===== src/hdl/ptd_pkg.sv =====
`default_nettype none

package ptd_pkg;

	// Default sizes of the payload fields.
	localparam int VERTEX_WIDTH_DEF = 64;
	localparam int COUNT_WIDTH_DEF  = 16;

	// Command and primitive kind codes.
	localparam int KIND_W = 4;
	localparam logic [KIND_W-1:0] KIND_TRI         = 4'd0;
	localparam logic [KIND_W-1:0] KIND_QUAD        = 4'd1;
	localparam logic [KIND_W-1:0] KIND_QUAD_HARD   = 4'd2;
	localparam logic [KIND_W-1:0] KIND_SMOKE_BLACK = 4'd3;
	localparam logic [KIND_W-1:0] KIND_SMOKE_WHITE = 4'd4;
	localparam logic [KIND_W-1:0] KIND_MOVIE       = 4'd5;
	localparam logic [KIND_W-1:0] KIND_POLYGON     = 4'd6;
	localparam logic [KIND_W-1:0] KIND_TRI_STRIP   = 4'd7;
	localparam logic [KIND_W-1:0] KIND_TRI_FAN     = 4'd8;
	localparam logic [KIND_W-1:0] KIND_QUAD_STRIP  = 4'd9;
	localparam logic [KIND_W-1:0] KIND_OTHER       = 4'd10;

	// Valence register.
	localparam int VALENCE_W = 8;
	localparam logic [VALENCE_W-1:0] VALENCE_RESET   = 8'd4;
	localparam logic [VALENCE_W-1:0] VALENCE_TRI_MAX = 8'd3;

	// A job holds at most four vertices (one quad).
	localparam int SLOTS   = 4;
	localparam int SLOT_W  = $clog2(SLOTS);
	localparam int NVERT_W = $clog2(SLOTS + 1);

	// Depth of the queue between the front and the back.
	localparam int QUEUE_DEPTH = 2;

	// Bit positions in the result tuser.
	localparam int OUT_TUSER_W = KIND_W + 1;
	localparam int EOP_BIT     = KIND_W;

	// Control part of one job handed from the front to the back.
	typedef struct packed {
		logic [KIND_W-1:0]  kind;
		logic [NVERT_W-1:0] n;
		logic               eop_last;
	} job_ctl_t;

	localparam int CTL_W = $bits(job_ctl_t);

endpackage

`default_nettype wire


===== src/hdl/ptd_front.sv =====
`default_nettype none

module ptd_front
	import ptd_pkg::*;
#(
	parameter int VERTEX_WIDTH = VERTEX_WIDTH_DEF,
	parameter int COUNT_WIDTH  = COUNT_WIDTH_DEF
) (
	input  wire logic                          clk,
	input  wire logic                          arst_n,
	input  wire logic                          cfg_valid,
	output logic                               cfg_ready,
	input  wire logic [VALENCE_W-1:0]          cfg_data,
	input  wire logic                          accept,
	input  wire logic [KIND_W-1:0]             cmd,
	input  wire logic [VERTEX_WIDTH-1:0]       vertex,
	input  wire logic [COUNT_WIDTH-1:0]        vertex_count,
	output logic                               job_valid,
	output job_ctl_t                           job_ctl,
	output logic [SLOTS-1:0][VERTEX_WIDTH-1:0] job_verts
);

	localparam int CMP_W = (COUNT_WIDTH > VALENCE_W) ? COUNT_WIDTH : VALENCE_W;

	logic [VALENCE_W-1:0]    max_valence_q;
	logic [COUNT_WIDTH-1:0]  pos_q;
	logic [VERTEX_WIDTH-1:0] first_q;
	logic [VERTEX_WIDTH-1:0] prev_one_q;
	logic [VERTEX_WIDTH-1:0] prev_two_q;
	logic [VERTEX_WIDTH-1:0] prev_three_q;

	logic [COUNT_WIDTH:0]    pos_inc;
	logic                    is_end;
	logic                    keep_quads;
	logic                    split_poly;
	logic                    pos_ge2;
	logic                    pos_ge3;
	logic                    pos_mid;
	logic [VERTEX_WIDTH-1:0] first;
	logic                    emit_single;
	logic                    emit_fan;
	logic                    emit_strip;
	logic                    emit_qstrip;
	logic [KIND_W-1:0]       single_kind;

	assign cfg_ready = 1'b1;

	// Valence register; the user must write it only while the block is idle, which the block does not enforce.
	always_ff @(posedge clk or negedge arst_n) begin
		if (!arst_n) begin
			max_valence_q <= VALENCE_RESET;
		end else if (cfg_valid) begin
			max_valence_q <= cfg_data;
		end
	end

	// Position decode and choice of the primitive to emit.
	always_comb begin
		pos_inc     = {1'b0, pos_q} + (COUNT_WIDTH + 1)'(1);
		is_end      = pos_inc >= {1'b0, vertex_count};
		keep_quads  = max_valence_q > VALENCE_TRI_MAX;
		split_poly  = CMP_W'(max_valence_q) < CMP_W'(vertex_count);
		pos_ge2     = pos_q >= COUNT_WIDTH'(2);
		pos_ge3     = pos_q >= COUNT_WIDTH'(3);
		pos_mid     = (pos_q == COUNT_WIDTH'(2)) || (pos_q == COUNT_WIDTH'(3));
		first       = (pos_q == '0) ? vertex : first_q;
		emit_single = 1'b0;
		emit_fan    = 1'b0;
		emit_strip  = 1'b0;
		emit_qstrip = 1'b0;
		single_kind = cmd;
		unique case (cmd)
			KIND_QUAD, KIND_QUAD_HARD, KIND_SMOKE_BLACK, KIND_SMOKE_WHITE,
			KIND_MOVIE: begin
				if (keep_quads) begin
					emit_single = 1'b1;
					single_kind = KIND_QUAD;
				end else begin
					emit_fan = pos_mid;
				end
			end
			KIND_POLYGON: begin
				if (split_poly) begin
					emit_fan = pos_ge2;
				end else begin
					emit_single = 1'b1;
				end
			end
			KIND_TRI_FAN: begin
				emit_fan = pos_ge2;
			end
			KIND_QUAD_STRIP: begin
				if (keep_quads) begin
					emit_qstrip = pos_ge3 && pos_q[0];
				end else begin
					emit_strip = pos_ge2;
				end
			end
			KIND_TRI_STRIP: begin
				emit_strip = pos_ge2;
			end
			default: begin
				emit_single = 1'b1;
			end
		endcase
	end

	// Build the job: its kind, its vertex count and its vertices in order.
	always_comb begin
		job_valid = emit_single || emit_fan || emit_strip || emit_qstrip;
		job_ctl   = '{kind: KIND_TRI, n: NVERT_W'(3), eop_last: 1'b1};
		job_verts = {SLOTS{vertex}};
		priority if (emit_single) begin
			job_ctl = '{kind: single_kind, n: NVERT_W'(1), eop_last: is_end};
		end else if (emit_fan) begin
			job_verts[0] = first;
			job_verts[1] = prev_one_q;
			job_verts[2] = vertex;
		end else if (emit_strip) begin
			job_verts[0] = prev_two_q;
			// Odd positions reverse the winding.
			job_verts[1] = pos_q[0] ? vertex : prev_one_q;
			job_verts[2] = pos_q[0] ? prev_one_q : vertex;
		end else begin
			job_ctl      = '{kind: KIND_QUAD, n: NVERT_W'(SLOTS), eop_last: 1'b1};
			job_verts[0] = prev_three_q;
			job_verts[1] = prev_two_q;
			job_verts[2] = vertex;
			job_verts[3] = prev_one_q;
		end
	end

	// Position counter.
	always_ff @(posedge clk or negedge arst_n) begin
		if (!arst_n) begin
			pos_q <= '0;
		end else if (accept) begin
			pos_q <= is_end ? '0 : pos_inc[COUNT_WIDTH-1:0];
		end
	end

	// Vertex history.
	always_ff @(posedge clk) begin
		if (accept) begin
			first_q      <= first;
			prev_three_q <= prev_two_q;
			prev_two_q   <= prev_one_q;
			prev_one_q   <= vertex;
		end
	end

endmodule

`default_nettype wire


===== src/hdl/ptd_queue.sv =====
`default_nettype none

module ptd_queue
	import ptd_pkg::*;
#(
	parameter int WIDTH = 8,
	parameter int DEPTH = QUEUE_DEPTH
) (
	input  wire logic             clk,
	input  wire logic             arst_n,
	input  wire logic             push,
	input  wire logic [WIDTH-1:0] push_data,
	output logic                  full,
	input  wire logic             pop,
	output logic                  head_valid,
	output logic [WIDTH-1:0]      head_data
);

	localparam int PTR_W = (DEPTH > 1) ? $clog2(DEPTH) : 1;
	localparam int CNT_W = $clog2(DEPTH + 1);

	logic [WIDTH-1:0] mem_q [DEPTH];
	logic [PTR_W-1:0] wr_ptr_q;
	logic [PTR_W-1:0] rd_ptr_q;
	logic [CNT_W-1:0] count_q;

	assign full       = count_q == CNT_W'(DEPTH);
	assign head_valid = count_q != '0;
	assign head_data  = mem_q[rd_ptr_q];

	// Entry storage.
	always_ff @(posedge clk) begin
		if (push) begin
			mem_q[wr_ptr_q] <= push_data;
		end
	end

	// Pointers and fill count.
	always_ff @(posedge clk or negedge arst_n) begin
		if (!arst_n) begin
			wr_ptr_q <= '0;
			rd_ptr_q <= '0;
			count_q  <= '0;
		end else begin
			if (push) begin
				wr_ptr_q <= (wr_ptr_q == PTR_W'(DEPTH - 1)) ? '0 : wr_ptr_q + PTR_W'(1);
			end
			if (pop) begin
				rd_ptr_q <= (rd_ptr_q == PTR_W'(DEPTH - 1)) ? '0 : rd_ptr_q + PTR_W'(1);
			end
			if (push && !pop) begin
				count_q <= count_q + CNT_W'(1);
			end else if (pop && !push) begin
				count_q <= count_q - CNT_W'(1);
			end
		end
	end

`ifndef SYNTHESIS
	a_no_overflow: assert property (@(posedge clk) disable iff (!arst_n)
		push |-> (!full || pop))
		else $error("queue written while full");
	a_no_underflow: assert property (@(posedge clk) disable iff (!arst_n)
		pop |-> head_valid)
		else $error("queue read while empty");
`endif

endmodule

`default_nettype wire


===== src/hdl/ptd_back.sv =====
`default_nettype none

module ptd_back
	import ptd_pkg::*;
#(
	parameter int VERTEX_WIDTH = VERTEX_WIDTH_DEF
) (
	input  wire logic                               clk,
	input  wire logic                               arst_n,
	input  wire logic                               head_valid,
	input  wire job_ctl_t                           head_ctl,
	input  wire logic [SLOTS-1:0][VERTEX_WIDTH-1:0] head_verts,
	output logic                                    pop,
	output logic                                    out_valid,
	input  wire logic                               out_ready,
	output logic [VERTEX_WIDTH-1:0]                 out_vertex,
	output logic [KIND_W-1:0]                       out_kind,
	output logic                                    out_eop,
	output logic                                    out_last
);

	logic [SLOT_W-1:0]       idx_q;
	logic                    out_valid_q;
	logic [VERTEX_WIDTH-1:0] out_vertex_q;
	logic [KIND_W-1:0]       out_kind_q;
	logic                    out_eop_q;
	logic                    out_last_q;

	logic                    slot_free;
	logic                    load;
	logic                    is_last;

	// One vertex of the head job moves to the output register per cycle while that register is free.
	always_comb begin
		slot_free = !out_valid_q || out_ready;
		load      = head_valid && slot_free;
		is_last   = (NVERT_W'(idx_q) + NVERT_W'(1)) == head_ctl.n;
		pop       = load && is_last;
	end

	// Slot index within the head job.
	always_ff @(posedge clk or negedge arst_n) begin
		if (!arst_n) begin
			idx_q <= '0;
		end else if (load) begin
			idx_q <= is_last ? '0 : idx_q + SLOT_W'(1);
		end
	end

	// Output valid.
	always_ff @(posedge clk or negedge arst_n) begin
		if (!arst_n) begin
			out_valid_q <= 1'b0;
		end else if (slot_free) begin
			out_valid_q <= head_valid;
		end
	end

	// Output payload.
	always_ff @(posedge clk) begin
		if (load) begin
			out_vertex_q <= head_verts[idx_q];
			out_kind_q   <= head_ctl.kind;
			out_eop_q    <= is_last && head_ctl.eop_last;
			out_last_q   <= is_last;
		end
	end

	assign out_valid  = out_valid_q;
	assign out_vertex = out_vertex_q;
	assign out_kind   = out_kind_q;
	assign out_eop    = out_eop_q;
	assign out_last   = out_last_q;

`ifndef SYNTHESIS
	a_idx_in_job: assert property (@(posedge clk) disable iff (!arst_n)
		head_valid |-> (NVERT_W'(idx_q) < head_ctl.n))
		else $error("slot index beyond the job's vertex count");
	a_eop_on_last: assert property (@(posedge clk) disable iff (!arst_n)
		(out_valid_q && out_eop_q) |-> out_last_q)
		else $error("end of primitive before the last vertex of a job");
`endif

endmodule

`default_nettype wire


===== src/hdl/primitive_topology_decompose_unit.sv =====
`default_nettype none

// Primitive topology decomposer: turns per-vertex primitive commands into a
// stream of separate triangles, quads or passed-through vertices.
//
// Input stream: one vertex per transfer; tuser carries the command kind and
// tdata the vertex payload and the command's vertex count. Output stream: one
// emitted vertex per transfer; tuser carries the primitive kind and the
// end-of-primitive flag, tlast marks the final vertex caused by one input.
// The cfg channel writes max_valence; it is always ready. The user must write it
// only while the block is idle; the block itself does not enforce this.
//
// An accepted item's job is written into the job queue, and its vertices then pass
// from the queue head through the output register. An item makes zero to four
// output transfers, and the output register issues one per cycle while m_tready
// is high. A two-entry job queue lets input continue while the output is
// stalled; when it is full, s_tready drops. Reset clears the position
// counter, the queue and the output valid, and sets max_valence to 4.
module primitive_topology_decompose_unit
	import ptd_pkg::*;
#(
	parameter int VERTEX_WIDTH = VERTEX_WIDTH_DEF,
	parameter int COUNT_WIDTH  = COUNT_WIDTH_DEF
) (
	input  wire logic                                          clk,
	input  wire logic                                          arst_n,
	// Configuration write: max_valence.
	input  wire logic                                          cfg_valid,
	output logic                                               cfg_ready,
	input  wire logic [VALENCE_W-1:0]                          cfg_data,
	// Input stream.
	input  wire logic                                          s_tvalid,
	output logic                                               s_tready,
	// tdata from bit 0: vertex, vertex_count, zero fill.
	input  wire logic [((VERTEX_WIDTH+COUNT_WIDTH+7)/8)*8-1:0] s_tdata,
	// tuser: cmd.
	input  wire logic [KIND_W-1:0]                             s_tuser,
	// Output stream.
	output logic                                               m_tvalid,
	input  wire logic                                          m_tready,
	// tdata from bit 0: out_vertex, zero fill.
	output logic [((VERTEX_WIDTH+7)/8)*8-1:0]                  m_tdata,
	// tuser from bit 0: out_kind, end_of_primitive.
	output logic [OUT_TUSER_W-1:0]                             m_tuser,
	output logic                                               m_tlast
);

	localparam int OUT_TDATA_W = ((VERTEX_WIDTH + 7) / 8) * 8;
	localparam int JOB_W       = CTL_W + SLOTS * VERTEX_WIDTH;

	logic                               accept;
	logic                               job_valid;
	job_ctl_t                           job_ctl;
	logic [SLOTS-1:0][VERTEX_WIDTH-1:0] job_verts;
	logic                               queue_full;
	logic                               head_valid;
	logic [JOB_W-1:0]                   head_data;
	job_ctl_t                           head_ctl;
	logic [SLOTS-1:0][VERTEX_WIDTH-1:0] head_verts;
	logic                               pop;
	logic [VERTEX_WIDTH-1:0]            out_vertex;
	logic [KIND_W-1:0]                  out_kind;
	logic                               out_eop;

	// An item is taken whenever the queue has room for its job.
	assign s_tready = !queue_full;
	assign accept   = s_tvalid && s_tready;

	ptd_front #(
		.VERTEX_WIDTH(VERTEX_WIDTH),
		.COUNT_WIDTH (COUNT_WIDTH)
	) u_front (
		.clk         (clk),
		.arst_n      (arst_n),
		.cfg_valid   (cfg_valid),
		.cfg_ready   (cfg_ready),
		.cfg_data    (cfg_data),
		.accept      (accept),
		.cmd         (s_tuser),
		.vertex      (s_tdata[VERTEX_WIDTH-1:0]),
		.vertex_count(s_tdata[VERTEX_WIDTH+COUNT_WIDTH-1:VERTEX_WIDTH]),
		.job_valid   (job_valid),
		.job_ctl     (job_ctl),
		.job_verts   (job_verts)
	);

	ptd_queue #(
		.WIDTH(JOB_W),
		.DEPTH(QUEUE_DEPTH)
	) u_queue (
		.clk       (clk),
		.arst_n    (arst_n),
		.push      (accept && job_valid),
		.push_data ({job_verts, job_ctl}),
		.full      (queue_full),
		.pop       (pop),
		.head_valid(head_valid),
		.head_data (head_data)
	);

	// Split the head entry back into control and vertices.
	assign head_ctl   = head_data[CTL_W-1:0];
	assign head_verts = head_data[JOB_W-1:CTL_W];

	ptd_back #(
		.VERTEX_WIDTH(VERTEX_WIDTH)
	) u_back (
		.clk       (clk),
		.arst_n    (arst_n),
		.head_valid(head_valid),
		.head_ctl  (head_ctl),
		.head_verts(head_verts),
		.pop       (pop),
		.out_valid (m_tvalid),
		.out_ready (m_tready),
		.out_vertex(out_vertex),
		.out_kind  (out_kind),
		.out_eop   (out_eop),
		.out_last  (m_tlast)
	);

	assign m_tdata = OUT_TDATA_W'(out_vertex);
	assign m_tuser = {out_eop, out_kind};

endmodule

`default_nettype wire


===== config.mk =====
export PLATFORM = sky130hd
export DESIGN_NAME = primitive_topology_decompose_unit
export DESIGN_NICKNAME = d
export VERILOG_FILES = /design/src/hdl/ptd_pkg.sv /design/src/hdl/ptd_front.sv /design/src/hdl/ptd_queue.sv /design/src/hdl/ptd_back.sv /design/src/hdl/primitive_topology_decompose_unit.sv
export SDC_FILE = /design/constraint.sdc
export NUM_CORES = 1
export LEC_CHECK = 0
export CORE_ASPECT_RATIO = 0.75
export CORE_UTILIZATION = 55
export DETAILED_ROUTE_END_ITERATION = 12
export DONT_BUFFER_PORTS = 1
export PLACE_DENSITY = 0.82
export SYNTH_ARGS = -nofsm -noshare
export SYNTH_HDL_FRONTEND = slang
export SYNTH_SLANG_ARGS = --single-unit

===== constraint.sdc =====
create_clock -name clk -period 41 [get_ports clk]
set_clock_uncertainty 0.05 [all_clocks]
set_input_delay 6.15 -clock clk [delete_from_list [all_inputs] [get_ports clk]]
set_output_delay 6.15 -clock clk [all_outputs]
set_load 0.01 [all_outputs]

## Word-level counts from Yosys, hierarchy flattened

Memory sizes are Yosys's and may differ from the RTL's.
Index checks and enable logic that the tools add are counted.

| word-level totals | value |
|---|---|
| register bits | 357 |
| RAM bits | 528 |
| bits of input ports | 97 |
| memories kept | 1 |

| cells by class | value |
|---|---|
| add/subtract/negate cells | 7 |
| $lt $le $gt $ge | 6 |
| equality and inequality tests | 13 |
| mux-type cells | 33 |
| reductions and logical operators | 22 |

Memory list:

| memory | depth | bits a word | rd ports | clocked after Yosys merged registers in | write ports | line | RTL |
|---|---|---|---|---|---|---|---|
| u_queue.mem_q | 2 | 264 | 1 | 0 | 1 | ptd_queue.sv:22 | `logic [WIDTH-1:0] mem_q [DEPTH];` |

Operators by type and width:

| operator | count |
|---|---|
| 192-bit 2-to-1 mux | 2 |
| 64-bit 2-to-1 mux | 6 |
| 256-bit 2-to-1 mux | 1 |
| 64-bit binary-select mux with 2-bit select | 1 |
| 16-bit by 2-bit equality test with 1-bit output, second input constant | 2 |
| 16-bit by 2-bit >= comparator with 1-bit output, second input constant | 2 |
| 16-bit by 1-bit adder with 17-bit output, second input constant | 1 |
| 17-bit by 16-bit >= comparator with 1-bit output | 1 |
| 4-bit by 3-bit equality test with 1-bit output, second input constant | 4 |
| 16-bit logical NOT | 1 |
| 8-bit by 16-bit less-than comparator with 1-bit output | 1 |
| 16-bit 2-to-1 mux | 1 |
| 8-bit 2-to-1 mux | 2 |
| 1-bit 2-to-1 mux | 11 |
| 4-bit by 2-bit equality test with 1-bit output, second input constant | 2 |
| 4-bit equality test, second input constant | 2 |
| 8-bit by 2-bit greater-than comparator with 1-bit output, second input constant | 1 |
| 1-bit logical AND | 8 |
| 4-bit 2-to-1 mux | 2 |
| 2-bit 2-to-1 mux | 3 |
| 1-bit case mux with 3 select lines | 2 |
| 1-bit logical OR | 5 |
| 5-bit 2-to-1 mux | 1 |
| 5-bit OR reduction | 1 |
| 12 further kinds | 18 |

## Logic depth before layout (Yosys ltp)

Gate-level depths: netlist of run 1.

| logic depth | value |
|---|---|
| depth after elaboration | 12 |
| gate-level depth with buffers | 16 |

## Modules after synthesis

From an unflattened synthesis of run 1, not the netlist that was laid out.

| unflattened totals | value |
|---|---|
| cells, all modules | 2,329 |
| area total of the unflattened synthesis | 39,420.3 um^2 |

Modules (own cells, without submodules):

| module | instances | cells an instance | area an instance (um^2) | sequential area each (um^2) |
|---|---|---|---|---|
| ptd_queue | 1 | 837 | 19,337.3 | 15,955.3 |
| ptd_front | 1 | 1,322 | 16,224.3 | 8,289.2 |
| ptd_back | 1 | 166 | 3,832.4 | 2,177.1 |
| primitive_topology_decompose_unit | 1 | 4 | 26.3 | 0.0 |

## Worst setup path after synthesis of run 1

Ideal clock, no wire load.

| timing | value |
|---|---|
| path type | input to register |
| from | input s_tuser[1] |
| to | memory u_queue.mem_q[0][0] in the netlist's numbering, enable pin |
| library setup time | 0.925 ns |
| arrival time | 19.411 ns |
| data required time | 40.025 ns |
| path slack | 20.614 ns |
| cell stages on the path | 8 |
| buffers on the path | 3 |
| cell sequence | clkbuf_1 or3b_1 o32ai_1 nand3b_1 buf_2 buf_2 a41oi_2 nor2b_1 |

| between the ends | value |
|---|---|
| cells in the longest elaborated chain, start to end | 9 |
| elaborated cells between the ends (all ways) | 21 |

Ends and longest elaborated chain:

| element | line | RTL |
|---|---|---|
| start: declaration | primitive_topology_decompose_unit.sv:37 | `input wire logic [KIND_W-1:0] s_tuser,` |
| 4-bit by 1-bit equality test with 1-bit output, or another cell as far along | ptd_front.sv:72 | `unique case (cmd)` |
| 5-bit OR reduction / 3-bit OR reduction (equally long branches) | -- |  |
| 1-bit case mux with 3 select lines | ptd_front.sv:72 |  |
| 1-bit logical OR (2 in a row) | ptd_front.sv:110 | `job_valid = emit_single \|\| emit_fan \|\| emit_strip \|\| emit_qstrip;` |
| 1-bit logical OR * | ptd_front.sv:110 |  |
| 1-bit logical AND * | primitive_topology_decompose_unit.sv:93 | `.push (accept && job_valid),` |
| via u_queue.push | ptd_queue.sv:11 | `input wire logic push,` |
| 1-bit 2-to-1 mux * | ptd_queue.sv:33 | `if (push) begin` |
| 1-bit 2-to-1 mux (implied by the code) * | ptd_queue.sv:34 | `mem_q[wr_ptr_q] <= push_data;` |
| end: declaration | ptd_queue.sv:22 |  |

The timed path passes the listed nets; every way through them passes the cells marked *.

## Final worst setup path of run 1

| timing | value |
|---|---|
| from | input s_tdata[70] |
| to | memory u_queue.mem_q[1][240] in the netlist's numbering, enable pin |

| between the ends | value |
|---|---|
| cells in the longest elaborated chain, start to end | 9 |
| elaborated cells between the ends (all ways) | 11 |

Ends and longest elaborated chain:

| element | line | RTL |
|---|---|---|
| start: declaration | primitive_topology_decompose_unit.sv:35 | `input wire logic [((VERTEX_WIDTH+COUNT_WIDTH+7)/8)*8-1:0] s_tdata,` |
| 8-bit by 16-bit less-than comparator with 1-bit output * | ptd_front.sv:62 | `split_poly = CMP_W'(max_valence_q) < CMP_W'(vertex_count);` |
| 1-bit 2-to-1 mux | ptd_front.sv:83 | `if (split_poly) begin` |
| 1-bit case mux with 3 select lines | ptd_front.sv:72 |  |
| 1-bit logical OR * (3 in a row) | ptd_front.sv:110 |  |
| 1-bit logical AND * | primitive_topology_decompose_unit.sv:93 |  |
| via u_queue.push | ptd_queue.sv:11 |  |
| 1-bit 2-to-1 mux * | ptd_queue.sv:33 |  |
| 1-bit 2-to-1 mux (implied by the code) * | ptd_queue.sv:34 |  |

Marks and branches as above.

==> flow_metrics.tcl, run 1 <==
set metrics [dict create \
    status "complete, no violations" \
    clkSlewWorstSetupHoldPaths_ps 70 \
    max_slew.worst_pin.slew_ps 1235 \
    die_area_sq_um 70340 \
    grt_pass1_wl_mm 126.6 \
    finalHoldViolations 0 \
    endpoint_kind "flip-flop" \
    drt-vias-per-instance 6.470 \
    htreeDepth 3 \
    drv_cap 0 \
    gp_congestion 0.9411 \
    rsz0062_at_grt "false" \
    synthArstFlopShare 0.03503 \
    hp-class "reg -> reg" \
    p_leak_nw 14.22 \
    num_vias 21040 \
    hold_buffers 0 \
    required_ps 41210 \
    ctsResizeCount 0 \
    synth_area_sq_um 38100 \
    seq_area_frac_synth 0.6935 \
    fp-row-count 83 \
    io_buffers 0 \
    fillers 4760 \
    max_freq_mhz 94.96 \
    synth_top_area_frac 0.6731 \
    io_pins 170 \
    yosysWarnings 0 \
    cts-root-buf "clkbuf_16" \
    first_global_vias 21620 \
    ant_nets 0 \
    synth_seq_cells 885 \
    setup_viol 0 \
    cp.arrival_ps 10740 \
    tns_ps 0 \
    cts_tree "done" \
    critPathKind "in -> reg" \
    drc 0 \
    initial_core_util 0.5567 \
    drive_gt1_frac 0.2127 \
    cts.sinks 885 \
    cts_buffers 84 \
    syn-instance-count 2341 \
    ys_top_cells_by_area "edfxtp_1 67%, mux4_2 7.6%, mux2_2 4.8%, dfrtp_1 2.0%, o21ai_0 1.9%" \
    grt_max_degree 134 \
    totalWireLength_mm 82.37 \
    die_width_microns 305.9 \
    final_cell_mix "854 x edfxtp_1, 163 x nand2_1, 163 x mux2_2" \
    grt.total_usage 0.2351 \
    antenna_found_initial 0 \
    multiInputGateArea_sq_um 10460 \
    antenna_cells 0 \
    drt_pre_antenna_iters 6 \
    worstSkewPairLatency_ps 670 \
    syn_nets 2466 \
    mostFrequentLayoutCell "edfxtp_1" \
    ys_types 61 \
    min_period_ps 10530 \
    drv_slew 0 \
    wl_per_cell_microns 25.33 \
    die_h_microns 229.9 \
    grt-ovfl-total 0 \
    fp.coreArea_sq_um 68440 \
    slew_headroom 0.1765 \
    yosys.area.top_type "edfxtp_1" \
    initialDrtViolationCount 2058 \
    nets 2419 \
    dp_hpwl_mm 44.67 \
    synth_edf_count 854 \
    clockBufferDepth 3 \
    avgSynthCellArea_sq_um 16.28 \
    post_cts_buffers 0 \
    whs_ps 418.8 \
    critPathLaunchType "input pin" \
    irDropWorstVdd_mv 0.03617 \
    area_growth_pct 8.847 \
    synthFlopType "edfxtp_1" \
    regArea_sq_um 26430 \
    p_per_area_nw_per_um2 66.57 \
    crit_fanout 76 \
    post-route-period-util 0.2569 \
]
-- where the power goes --
group / switching [mW] / internal (mW)
combinational: 0.334 / 0.269
clock: 0.344 / 0.402
sequential: 0.127 / 1.28
total: 0.806 / 1.95
-- registers in the layout, indices dropped and copies added (netlist names) --
register               count
u_back.out_valid           1
u_back.out_eop             1
u_back.out_last            1
u_front.prev_one_q        64
u_back.idx_q               2
u_front.prev_two_q        64
u_queue.rd_ptr_q           1
u_back.out_kind            4
u_front.pos_q             16
u_queue.wr_ptr_q           1
u_back.out_vertex         64
u_queue.count_q            2
u_front.max_valence_q      8
u_front.first_q           64
u_queue.mem_q            528
u_front.prev_three_q      64
-- cells by family (layout without fill, tap and decap cells) --
group                      after synthesis  count (layout)  synth area share
buffers and inverters                  317             336           0.03389
and+or+nand+nor                        364             364           0.04371
other                                    1               1        0.00009842
xor gates and xnor gates                20              20          0.004597
AOI/OAI and AO/OA                      390             390           0.07425
adders and majority gates               28              28          0.009195
DFF                                    885             885            0.6935
muxes                                  336             336            0.1408
-- layout make-up --
cell class / instances / share of cell area
timing repair buffer: 28 / 0.005370
tap: 892 / 0.02691
sequential: 885 / 0.6374
clock buffer: 99 / 0.05204
clock inverter: 53 / 0.01165
inverter: 156 / 0.01436
multi-input combinational: 1139 / 0.2523
-- cell usage after synthesis, drive strengths merged (6+ instances only) --
cell and number:
buf 72, nor4 6, nand2 164, mux2 203, clkbuf 89, o21a 7, nand4 6, and2 6
a221oi 63, ha 28, inv 156, edfxtp 854, dfrtp 30, xor2 9, xnor2 11, a21oi 9
nand3 11, a31oi 8, nor2 16, nor3 135, a221o 65, a22oi 65, o21ai 145, mux4 128
-- per-layer routing --
layer  share of wire  up-vias  routed length [microns]  track usage
met5               0        -                        0            0
met4           0.025        0                     2077      0.07459
met3           0.083      152                     6808      0.05060
met2            0.50     1006                    41330       0.3947
met1            0.39    10720                    32150       0.3077
li1                -     9165                        -            -
-- worst max-delay path, stage by stage --
cell,delay (ps)
inv_1,30
ha_1,300
a21o_1,190
a211o_1,280
a31oi_1,170
o21ai_0,220
o21a_1,370
a41oi_2,300
and2_4,720
buf_4,820
buf_4,900
-- path summary, 6_finish.rpt --
check	end	depth (start not counted)	from	slack [ps]
hold reg to reg	u_front.prev_three_q[37]	0	u_front.prev_two_q[37]	420
hold / removal	u_front.prev_three_q[37]	0	u_front.prev_two_q[37]	420
min in group asynchronous	u_front.pos_q[0]	0	arst_n	5140
setup reg to reg	u_queue.mem_q[1][240]	10	u_front.pos_q[0]	35550
setup / recovery	u_queue.mem_q[1][240]	11	s_tdata[70]	30470
max in group asynchronous	u_front.max_valence_q[2]	0	arst_n	35570
-- per-stage QoR --
stage	setup slack [ps]	util	total power [mW]	area, sq um	cells
final	30470	0.6060	2.761	41470	3252
after global routing	30250	0.6060	2.874	41470	3252
after CTS	30580	0.6060	2.783	41470	3252
after detailed placement	29890	0.5674	2.035	38830	3100
after global placement	29980	0.5674	1.999	38830	3100
after floorplan	20610	-	1.896	38100	2341
(Power assumes the default switching activity.)
==> run 2: changes to the inputs <==
Clock period 41 ns to 10.8 ns, I/O delays scaled along.
==> flow_metrics.tcl, run 2 (synthesis results as in run 1) <==
set metrics [dict create \
    totalPowerFinal_mw 10.41 \
    area_growth_pct 8.594 \
    drt_pre_antenna_iters 6 \
    drt-vias-per-instance 6.461 \
    post_cts_buffers 0 \
    hp-class "reg -> reg" \
    antenna_found_initial 0 \
    wl_per_cell_microns 25.18 \
    ant_nets 0 \
    grt.total_usage 0.2338 \
    cp_num_buf_inv 3 \
    grt.met1_usage 0.3019 \
    min_period_ps 5037 \
    final_cell_mix "854 x edfxtp_1, 163 x nand2_1, 163 x mux2_2" \
    clockBufferDepth 3 \
    min_path_cells 0 \
    fp-row-count 83 \
    crit_fanout 150 \
    io_buffers 0 \
    critPathLaunchType "input pin" \
    critPathKind "in -> reg" \
    crit_start "s_tdata[70]" \
    slew_headroom 0.2348 \
    grtUsageMet2 0.3962 \
    cts_tree "done" \
    r2r-start "u_front.pos_q[0]" \
    drv_cap 0 \
    die_h_microns 229.9 \
    cts-root-buf "clkbuf_16" \
    grtUsageMet3 0.05088 \
    drv_slew 0 \
    num_vias 20930 \
    post-route-period-util 0.4664 \
    grt_pass1_wl_mm 126.1 \
    htreeDepth 3 \
    crit_slowest_cell "buf_12" \
    critPathTopFamily "compound AO/OA/AOI/OAI gates" \
    io_pins 170 \
    cts_buffers 83 \
    cp_cell_sequence "inv_1, ha_1, a21o_1, a211o_1, a31oi_1, o21ai_0, o21a_1, a41oi_2, nor2b_4, buf_4, buf_12" \
    gp_congestion 0.8416 \
    drc 0 \
    reg2reg_to "u_queue.mem_q[1][220]" \
    initialDrtViolationCount 2233 \
    ff2ff_path_depth 9 \
    mostFrequentLayoutCell "edfxtp_1" \
    slowest_delay_ps 680 \
    cts.sinks 885 \
    initial_core_util 0.5567 \
    drive_gt1_frac 0.2062 \
    nets 2411 \
    cp.arrival_ps 5230 \
    finalHoldViolations 0 \
    fp.coreArea_sq_um 68440 \
    status "complete, no violations" \
    p_per_area_nw_per_um2 251.6 \
    die_width_microns 305.9 \
    largest_reg_flops 528 \
    max_freq_mhz 198.5 \
    antenna_cells 0 \
    grt-ovfl-total 0 \
    clkSlewWorstSetupHoldPaths_ps 60 \
    busiest_layer "met2" \
    required_ps 10990 \
    whs_ps 433.4 \
    hold_buffers 0 \
    cp.depth 11 \
    r2r_slack_ps 5950 \
    die_area_sq_um 70340 \
    ctsResizeCount 0 \
    endpoint_kind "flip-flop" \
    first_global_vias 21890 \
    totalWireLength_mm 81.54 \
    irDropWorstVdd_mv 0.1625 \
    fin_util 0.6046 \
    max_slew.worst_pin.slew_ps 1148 \
    dp_hpwl_mm 43.21 \
    crit_path_end "u_queue.mem_q[0][96]" \
    grt_max_degree 193 \
    setup_viol 0 \
    tns_ps 0 \
    p_leak_nw 14.15 \
    worstSkewPairLatency_ps 640 \
    rsz0062_at_grt "false" \
    top_register "u_queue.mem_q" \
]
run 2: cell types whose count changed in the layout (fill, tap and decap cells not counted), moves of 2 or more:
cell,change
buf_12,+5
inv_6,-2
clkinvlp_4,-2
buf_4,-12
clkinv_1,-6
clkinv_4,-2
clkbuf_8,+2
clkinv_16,-4
clkinv_2,-5
clkbuf_1,+11
clkinv_8,+3
run 2: stage by stage:
stage,setup slack [ps],std cells,instance area [sq um]
2_1_floorplan,58.12,2341,38100
3_3_place_gp,5199,3093,38840
3_5_place_dp,5160,3093,38840
4_1_cts,5834,3239,41380
5_1_grt,5586,3239,41380
6_report,5763,3239,41380
run 2: metal layers:
layer / vias up / wire (microns) / share of wire
met1: 10700 / 31960 / 0.39
met4: 0 / 2217 / 0.027
met3: 160 / 6411 / 0.079
met2: 923 / 40950 / 0.50
li1: 9150 / - / -
met5: - / 0 / 0
run 2: area by class of cell:
cell class                 instances  area [sq um]
clock buffer                     113          2252
clock inverter                    33         282.8
fill                            4746         27060
inverter                         156         595.6
multi-input combinational       1139         10460
sequential                       885         26430
tap                              892          1116
timing repair buffer              21         232.7
run 2: power breakdown:
| group | internal (mW) | switching, mW |
|---|---|---|
| Sequential | 4.87 | 0.495 |
| Clock | 1.54 | 1.23 |
| Combinational | 1.03 | 1.25 |
run 2: worst min-delay path by stage:
stage,start,to,slack (ps)
CTS,u_front.prev_two_q[42],u_front.prev_three_q[42],430
global route,u_front.prev_two_q[39],u_front.prev_three_q[39],430
global placement,u_front.prev_two_q[43],u_front.prev_three_q[43],410
detailed placement,u_front.prev_two_q[20],u_front.prev_three_q[20],410
floorplan,u_front.prev_two_q[0],u_front.prev_three_q[0],400
finish,u_front.prev_two_q[42],u_front.prev_three_q[42],430
==> run 3: changes to the inputs <==
Settings changed: ABC_AREA set to 1, PLACE_DENSITY 0.82 to 0.85.
Clock period 10.8 ns to 4.2 ns, I/O delays scaled along.
==> flow_metrics.tcl, run 3 <==
set metrics [dict create \
    largest_reg_flops 528 \
    setup_viol 0 \
    io_buffers 0 \
    p_per_area_nw_per_um2 687.2 \
    grt.total_usage 0.2468 \
    rsz0062_at_grt "false" \
    cp.depth 16 \
    fp.coreArea_sq_um 70630 \
    syn-instance-count 3630 \
    max_slew.worst_pin.slew_ps 1044 \
    cp_num_buf_inv 3 \
    antenna_found_initial 0 \
    ff2ff_path_depth 16 \
    hold_start "s_tdata[29]" \
    drive_gt1_frac 0.07202 \
    synthFlopType "edfxtp_1" \
    grt.met1_usage 0.3194 \
    critPathLaunchType "flip-flop" \
    p_comb_frac 0.284 \
    cp.arrival_ps 4000 \
    placed_area_sq_um 40270 \
    endpoint_kind "flip-flop" \
    hp-class "in -> reg" \
    initial_core_util 0.5604 \
    clkSlewWorstSetupHoldPaths_ps 60 \
    grt-ovfl-total 0 \
    cts_buffers 84 \
    synth_edf_count 854 \
    die_width_microns 311.7 \
    crit_top_cell "inv_1" \
    critPathTopFamily "simple AND/OR/NAND/NOR gates" \
    area_growth_pct 8.384 \
    num_vias 27340 \
    required_ps 4650 \
    hold_buffers 3 \
    slew_headroom 0.3040 \
    p_int_mw 19.10 \
    io_pins 170 \
    clockBufferDepth 3 \
    fin_util 0.6073 \
    r2r_slack_ps 640 \
    first_global_vias 26340 \
    wl_per_cell_microns 20.11 \
    ctsResizeCount 0 \
    initialDrtViolationCount 3074 \
    pwr-share-clk 0.245 \
    final_cell_mix "854 x edfxtp_1, 749 x nand2_1, 484 x nor2_1" \
    fp-row-count 84 \
    drt-vias-per-instance 6.020 \
    drv_cap 0 \
    fillers 5221 \
    grt_max_degree 170 \
    avgSynthCellArea_sq_um 10.90 \
    ant_nets 0 \
    min_period_ps 3559 \
    synth_top_area_frac 0.6480 \
    critPathKind "reg -> reg" \
    drt_pre_antenna_iters 8 \
    cts_tree "done" \
    crit_fanout 17 \
    post-route-period-util 0.8473 \
    grtUsageMet3 0.04492 \
    htreeDepth 3 \
    top_register "u_queue.mem_q" \
    r2r-start "u_front.pos_q[0]" \
    die_area_sq_um 73050 \
    dp_hpwl_mm 50.27 \
    post_cts_buffers 0 \
    synthArstFlopShare 0.03503 \
    holdPathEnd "u_front.prev_one_q[29]" \
    status "complete, no violations" \
    min_path_cells 0 \
    die_h_microns 234.3 \
    synth_seq_cells 885 \
    worstSkewPairLatency_ps 630 \
    seq_area_frac_synth 0.6676 \
    seq_power_share 0.472 \
    antenna_cells 0 \
    grt_pass1_wl_mm 142.2 \
    ys_top_cells_by_area "edfxtp_1 65%, nand2_1 7.1%, o21ai_0 5.1%, nor2_1 4.6%, o211ai_1 3.5%" \
    synth_area_sq_um 39580 \
    irDropWorstVdd_mv 0.7310 \
    grtUsageMet2 0.4162 \
    synth_common_cells "854 x edfxtp_1, 752 x nand2_1, 486 x nor2_1" \
    switching_power_mw 10.38 \
    cts.sinks 885 \
    stdcell_area_sq_um 42890 \
    drc 0 \
    crit_slowest_cell "or3b_2" \
    ys_types 38 \
    yosysMostFrequentCell "edfxtp_1" \
    sw_frac_of_total 0.3522 \
    reg2reg_to "u_front.pos_q[10]" \
    nets 3652 \
    gp_congestion 0.8773 \
    finalHoldViolations 0 \
    slowest_delay_ps 680 \
    max_freq_mhz 281.0 \
    drv_slew 0 \
    mostFrequentLayoutCell "edfxtp_1" \
    p_leak_nw 16.02 \
    syn_nets 3755 \
    cp_cell_sequence "ha_1, inv_1, nor3_2, nand3_2, nor2_4, nand4_1, xor2_1, inv_1, ha_1, nand2_1, inv_1, nand3_1, nor4_1, or3b_2, nand4_1, nand2_1" \
    yosys.area.top_type "edfxtp_1" \
    cts-root-buf "clkbuf_16" \
    totalWireLength_mm 91.34 \
    busiest_layer "met2" \
    yosysWarnings 0 \
]
==> run 3: worst max path at each step <==
stage,from,endpoint,slack [ps]
2_1_floorplan,s_tvalid,u_queue.mem_q[0][0],-5080
4_1_cts,u_front.pos_q[0],u_front.pos_q[10],690
3_5_place_dp,u_front.pos_q[0],u_front.pos_q[10],710
6_report,u_front.pos_q[0],u_front.pos_q[10],640
5_1_grt,u_front.pos_q[0],u_front.pos_q[15],270
3_3_place_gp,u_front.pos_q[0],u_queue.mem_q[0][0],860
==> run 3: logic make-up (layout without fill, tap and decap cells) <==
kind of cell	after synthesis	after routing	synth area share
AO/OA/AOI/OAI	802	802	0.1217
XOR/XNOR	12	12	0.002656
adder cells (fa/ha/maj)	28	28	0.008852
buffers and inverters	462	428	0.05166
flip-flops	885	885	0.6676
multiplexers	3	3	0.0008535
other	1	1	0.00009475
AND/OR/NAND/NOR	1437	1437	0.1466
==> run 3: power groups by stage <==
| stage | Clock, mW | Sequential [mW] | Combinational [mW] |
|---|---|---|---|
| floorplan | 0 | 13.9 | 5.83 |
| global placement | 0 | 14.0 | 7.95 |
| detailed placement | 0 | 14.1 | 8.24 |
| CTS | 7.31 | 13.9 | 8.34 |
| global route | 7.65 | 14.1 | 9.21 |
| finish | 7.22 | 13.9 | 8.36 |
==> run 3: worst register-to-register path: stages, from the launching register on <==
cell     delay [ps]
dfrtp_1         490
ha_1            240
inv_1            90
nor3_2          260
nand3_2         160
nor2_4          170
nand4_1         120
xor2_1          230
inv_1            70
ha_1            290
nand2_1          50
inv_1            70
nand3_1          70
nor4_1          140
or3b_2          680
nand4_1         190
nand2_1          70
==> run 3: cell type report <==
type,count,area [sq um],area share
Multi-Input combinational cell,2283,11190,0.2609
Inverter,219,858.3,0.02001
Sequential cell,885,26430,0.6161
Tap cell,946,1184,0.02759
Clock buffer,109,2258,0.05265
Timing Repair Buffer,54,648.1,0.01511
Clock inverter,46,326.6,0.007613
==> run 3: per-stage QoR <==
step / setup TNS [ps] / std cells / worst slack [ps] / power (mW) / hold slack (ps)
after global placement: 0 / 4384 / 857.3 / 21.91 / 284.9
final: 0 / 4542 / 641.2 / 29.48 / 37.49
after global routing: 0 / 4542 / 267.7 / 30.94 / 7.531
after CTS: 0 / 4542 / 692.8 / 29.54 / 4.649
after detailed placement: 0 / 4384 / 705.8 / 22.30 / 285.0
after floorplan: -2621870 / 3630 / -5083 / 19.78 / 284.4
==> run 3: layer usage <==
| layer | vias up | part of all wire |
|---|---|---|
| met3 | 201 | 0.091 |
| li1 | 12630 | - |
| met1 | 13100 | 0.40 |
| met2 | 1409 | 0.48 |
| met5 | - | 0 |
| met4 | 0 | 0.032 |
